`config.mk`:
```
export PLATFORM = sky130hd
export DESIGN_NAME = lob_cell
export DESIGN_NICKNAME = d
export VERILOG_FILES = /design/src/rtl/lob_pkg.sv /design/src/rtl/lob_cell.sv
export SDC_FILE = /design/constraint.sdc
export NUM_CORES = 1
export LEC_CHECK = 0
export ABC_AREA = 0
export BUFFER_PORTS_ARGS = -buffer_cell sky130_fd_sc_hd__buf_2
export CAP_MARGIN = 20
export CORE_ASPECT_RATIO = 0.7
export CORE_MARGIN = 2
export CORE_UTILIZATION = 24
export CTS_CLUSTER_SIZE = 24
export DETAILED_ROUTE_END_ITERATION = 12
export PLACE_DENSITY_LB_ADDON = 0.3
export SYNTH_ARGS = -nofsm -noshare
export SYNTH_HDL_FRONTEND = slang
export SYNTH_SLANG_ARGS = --single-unit
```
`constraint.sdc`:
```
create_clock -name clk_i -period 7.8 [get_ports clk_i]
set_clock_uncertainty 0.2 [all_clocks]
set_input_delay 0.39 -clock clk_i [delete_from_list [all_inputs] [get_ports clk_i]]
set_output_delay 0.39 -clock clk_i [all_outputs]
set_load 0.05 [all_outputs]
```
`src/rtl/lob_pkg.sv`:
```
// Package for the limit order book matcher.
// Holds codes, the scan token, scan parameters and the slot write request.
// No dependencies.
package lob_pkg;

  localparam int unsigned SLOT_IW = 6;
  localparam int unsigned AVAIL_W = 39;

  typedef enum logic [1:0] {
    ACT_SUBMIT = 2'd0,
    ACT_CANCEL = 2'd1,
    ACT_MODIFY = 2'd2,
    ACT_ADD    = 2'd3
  } action_e;

  localparam logic [2:0] TYPE_MARKET     = 3'd0;
  localparam logic [2:0] TYPE_FOK        = 3'd3;
  localparam logic [2:0] TYPE_IOC        = 3'd2;
  localparam logic [2:0] TYPE_STOP_LIMIT = 3'd5;

  typedef enum logic [2:0] {
    OC_RESTED        = 3'd0,
    OC_FILLED        = 3'd1,
    OC_REM_CANCELLED = 3'd2,
    OC_FOK_KILLED    = 3'd3,
    OC_CANCELLED     = 3'd4,
    OC_NOT_FOUND     = 3'd5,
    OC_MODIFIED      = 3'd6,
    OC_BOOK_FULL     = 3'd7
  } outcome_e;

  typedef enum logic [1:0] {
    WR_CLEAR  = 2'd0,
    WR_NEW    = 2'd1,
    WR_FILL   = 2'd2,
    WR_MODIFY = 2'd3
  } wr_op_e;

  typedef enum logic {
    ST_IDLE = 1'b0,
    ST_SCAN = 1'b1
  } state_e;

  typedef enum logic [1:0] {
    PH_FIRST = 2'd0,
    PH_MATCH = 2'd1,
    PH_FINAL = 2'd2
  } phase_e;

  typedef struct packed {
    logic               m_found;
    logic [SLOT_IW-1:0] m_idx;
    logic [31:0]        m_price;
    logic [31:0]        m_age;
    logic [31:0]        m_rem;
    logic [31:0]        m_id;
    logic               bid_any;
    logic [31:0]        bid;
    logic               ask_any;
    logic [31:0]        ask;
    logic               id_found;
    logic [SLOT_IW-1:0] id_idx;
    logic               free_found;
    logic [SLOT_IW-1:0] free_idx;
    logic [AVAIL_W-1:0] avail;
  } tok_t;

  typedef struct packed {
    logic        rs;
    logic        use_lim;
    logic [31:0] limit;
    logic [31:0] id;
    logic [31:0] now;
  } scan_t;

  typedef struct packed {
    logic               en;
    wr_op_e             op;
    logic [SLOT_IW-1:0] idx;
    logic [31:0]        id;
    logic               side;
    logic [31:0]        price;
    logic [31:0]        rem;
    logic [31:0]        arr;
  } cmd_t;

endpackage

```
`src/rtl/lob_cell.sv`:
```
// One book slot of the cell chain: holds an entry and folds it into the scan token.
// Depends on lob_pkg.
module lob_cell (
  input  logic                        clk_i,
  input  logic                        rst_ni,
  input  logic [lob_pkg::SLOT_IW-1:0] idx_i,
  input  lob_pkg::scan_t              scan_i,
  input  lob_pkg::cmd_t               cmd_i,
  input  lob_pkg::tok_t               tok_i,
  output lob_pkg::tok_t               tok_o
);
  import lob_pkg::*;

  logic        valid_q, valid_d;
  logic [31:0] id_q, price_q, rem_q, arr_q;
  logic        side_q;
  logic [31:0] age;
  logic        on_side, in_lim, hit, better;
  tok_t        tok_d;

  always_comb begin
    age     = scan_i.now - arr_q;
    on_side = valid_q && (side_q == scan_i.rs);
    in_lim  = scan_i.rs ? (price_q <= scan_i.limit) : (price_q >= scan_i.limit);
    hit     = on_side && (!scan_i.use_lim || in_lim);
    if (!tok_i.m_found) begin
      better = 1'b1;
    end else if (price_q != tok_i.m_price) begin
      better = scan_i.rs ? (price_q < tok_i.m_price) : (price_q > tok_i.m_price);
    end else begin
      better = age > tok_i.m_age;
    end
    tok_d = tok_i;
    if (hit && better) begin
      tok_d.m_found = 1'b1;
      tok_d.m_idx   = idx_i;
      tok_d.m_price = price_q;
      tok_d.m_age   = age;
      tok_d.m_rem   = rem_q;
      tok_d.m_id    = id_q;
    end
    if (valid_q && !side_q && (!tok_i.bid_any || price_q > tok_i.bid)) begin
      tok_d.bid_any = 1'b1;
      tok_d.bid     = price_q;
    end
    if (valid_q && side_q && (!tok_i.ask_any || price_q < tok_i.ask)) begin
      tok_d.ask_any = 1'b1;
      tok_d.ask     = price_q;
    end
    if (!tok_i.id_found && valid_q && id_q == scan_i.id) begin
      tok_d.id_found = 1'b1;
      tok_d.id_idx   = idx_i;
    end
    if (!tok_i.free_found && !valid_q) begin
      tok_d.free_found = 1'b1;
      tok_d.free_idx   = idx_i;
    end
    if (on_side && in_lim) begin
      tok_d.avail = tok_i.avail + AVAIL_W'(rem_q);
    end
  end

  always_comb begin
    valid_d = valid_q;
    if (cmd_i.en && cmd_i.idx == idx_i) begin
      unique case (cmd_i.op)
        WR_CLEAR:  valid_d = 1'b0;
        WR_NEW:    valid_d = 1'b1;
        WR_FILL:   valid_d = (cmd_i.rem != '0);
        WR_MODIFY: valid_d = valid_q;
      endcase
    end
  end

  always_ff @(posedge clk_i or negedge rst_ni) begin
    if (!rst_ni) begin
      valid_q <= 1'b0;
    end else begin
      valid_q <= valid_d;
    end
  end

  always_ff @(posedge clk_i) begin
    tok_o <= tok_d;
    if (cmd_i.en && cmd_i.idx == idx_i) begin
      unique case (cmd_i.op)
        WR_CLEAR: begin
        end
        WR_NEW: begin
          id_q    <= cmd_i.id;
          side_q  <= cmd_i.side;
          price_q <= cmd_i.price;
          rem_q   <= cmd_i.rem;
          arr_q   <= cmd_i.arr;
        end
        WR_FILL: begin
          rem_q <= cmd_i.rem;
        end
        WR_MODIFY: begin
          price_q <= cmd_i.price;
          rem_q   <= cmd_i.rem;
          arr_q   <= cmd_i.arr;
        end
      endcase
    end
  end

endmodule

```
==> metrics.txt <==
status finished clean; Worst EP arrival roughly 7000 ps; most common flop cell mapped by yosys dfxtp_1; Core Region 85,900 sq um; endpoint class of the critical path flip-flop; Layout area overhead 51.7%; pwr/cell area around 180 nW/um^2; Unique masters post-synth 69; period utilization 87.4%; final worst setup slack 979 ps; CTS tree built; Setup CP Type flip-flop to flip-flop; placed instance area 25,900 sq um; Max Clock Freq between 100 and 150 MHz; die span in y around 250 um; final setup fails 0; HP Class input port to flip-flop; commonest non-fill, non-tap cell in the layout buf_2; area taken by multi-input logic gates 10,700 sq um; setup bufs post-CTS 0; routed len/inst roughly 19 um; RSZ-0062 raised after global routing no; vias in the first global route 20,000; CTS root buf clkbuf_16; Final Cell Area 31,500 sq um; vias roughly 19,000; residual DRC count 0; Worst path top cell family by delay compound AO/OA/AOI/OAI gates; post-DR vias/cell 4.48; router iterations before antenna repair 5; maximum root-to-sink buffer count 3; DPL Wire Length 64,500 um; mapped cell area between 20,000 and 25,000 sq um; post-route antenna net violation count 0; Worst Max-Slew Pin Slew around 1200 ps; # IOs 752; sequential area share after synthesis 43.3%; first-pass GRT wire length between 100,000 and 150,000 um; syn_area_per_cell around 10 sq um; Pins Over Slew Limit 0; fraction of registers with async set/reset less than 1%; Skew-Pair Late Insertion Delay around 590 ps; synthesized instance count roughly 2,000; cts bufs inserted 44; startpoint type of the worst setup path flip-flop; Ys Warns 0; Routability Congestion between 0.9 and 1; WHS 102 ps; NumNets Final 3,879; largest net degree at the start of global routing 86; routed wire length 83,200 um; synthesized flop and latch total 384; syn nets between 2,000 and 3,000; Max IR drop VDD about 160 uV; Port-buffer cells 751; crit-path max FO 85; die footprint between 80,000 and 90,000 sq um; post-layout minimum cycle time around 7000 ps; htree depth 2; CP bufs+invs 4; Crit-path slowest cell a211o_4; clk sink count about 380; share of cells above drive strength 1 32.4%; Post-synth EDFFs around 130; crit-path max cell delay roughly 750 ps; Max Cap Viol 0; most frequent cells in the layout buf_2, dlygate4sd3_1, dfxtp_1; die width 356 um; Iter 0 DRT Violations ~1,300; utilization after layout 36.7%; gr usage total 17.9%; storage element area roughly 9000 sq um; Fin Setup TNS 0 ps; relative slew slack 18.8%; Initial Utilization roughly a quarter; leak pwr ~15 nW; num rows 90; clock transition at the registers of the reported paths 60 ps; initial antenna violation count 8; Filler cells around 8,600; final hold violation count 0; total grt overflow 0; worst path required time around 8100 ps; CP Cell Sequence ha_1, inv_1, fa_1, a211oi_1, o21ai_0, nand3_1, o21a_1, o21ai_0, nand2_1, o311ai_0, ha_1, nand4_1, inv_1, a221oi_1, o211ai_1, a211oi_1, o31a_1, a211o_4, buf_12, mux2_2, dlygate4sd3_1; Setup WS pre-CTS 1220 ps
-- worst min-delay path: stages --
cell     delay, ps
buf_2          110
ha_1           180
o21ai_0         90
o31ai_1         70
-- layer usage --
| metal | wire [um] | share of wire [%] | global-route usage, % |
|---|---|---|---|
| met2 | 38400 | 46 | 29.5 |
| met4 | 2390 | 2.9 | 5.38 |
| met1 | 37100 | 45 | 23.6 |
| met5 | 30 | 0.036 | 0 |
| met3 | 5300 | 6.4 | 3.58 |
-- registers in the layout (all words and copies together), names as in the netlist --
register / cells
arr_q: 32
id_q: 32
price_q: 32
rem_q: 32
side_q: 1
tok_o: 254
valid_q: 1
-- final timing paths --
check	endpoint	cells after the start	slack (ps)	start
max	tok_o[252]$_DFF_P_	21	980	arr_q[0]$_DFFE_PP_
min	valid_q$_DFFE_PN0P_	4	100	cmd_i[136]
max reg2reg	tok_o[252]$_DFF_P_	21	980	arr_q[0]$_DFFE_PP_
min reg2reg	tok_o[156]$_DFF_P_	1	310	rem_q[5]$_DFFE_PP_
max in group asynchronous	valid_q$_DFFE_PN0P_	3	6830	rst_ni
min in group asynchronous	valid_q$_DFFE_PN0P_	3	470	rst_ni
-- Yosys cell counts, types with 8 or more instances --
cell type,instances,area (sq um)
a211oi_1,15,113
a21o_1,65,488
a21oi_1,99,495
and2_1,10,62.6
and3_1,12,75.1
buf_2,12,60.1
clkbuf_1,32,120
dfxtp_1,254,5080
edfxtp_1,129,3870
ha_1,226,2830
inv_1,218,818
mux2_2,119,1340
mux2_4,57,856
nand2_1,135,507
nand2b_1,12,75.1
nand3_1,65,325
nand4_1,42,263
nor2_1,62,233
nor2b_1,12,75.1
nor3_1,20,100
nor4_1,25,156
o211ai_1,15,113
o21a_1,16,120
o21ai_0,79,395
o22ai_1,32,200
o31ai_1,10,75.1
or2_2,8,50.1
xnor2_1,41,359
xor2_1,52,455
-- power breakdown --
part	switching [W]	internal, W
registers	0.0000282	0.00214
logic	0.000677	0.000504
clock network	0.000923	0.00130
-- cell families after synthesis --
| logic type | Yosys count | share of synthesized area, % |
|---|---|---|
| flip-flops | 384 | 43.3 |
| multiplexers | 181 | 10.8 |
| XOR/XNOR | 93 | 3.92 |
| buffers and inverters | 274 | 5.28 |
| AO/OA/AOI/OAI | 397 | 12.4 |
| AND/OR/NAND/NOR | 431 | 10.5 |
| adder cells (fa/ha/maj) | 228 | 13.8 |
-- timing repair --
action | in CTS | in global routing
endpoints found under the hold margin | 385 | 0
gates resized for setup | 0 | 0
hold buffers | 409 | 0
-- stage by stage --
step	std cells	total power, W
final	4340	0.00557
after global routing	4339	0.00581
after CTS	4337	0.00564
after detailed placement	3847	0.00321
after global placement	3847	0.00321
after floorplan	1988	0.00286
-- layout make-up --
class	count	share of cell area, %
antenna	2	0.0159
clock buffer	61	3.99
clock inverter	20	0.850
inverter	218	2.60
multi-input combinational	1330	34.1
sequential	384	28.5
tap	1150	4.57
timing repair buffer	1175	25.4
Power figures use the tool's default switching activity.
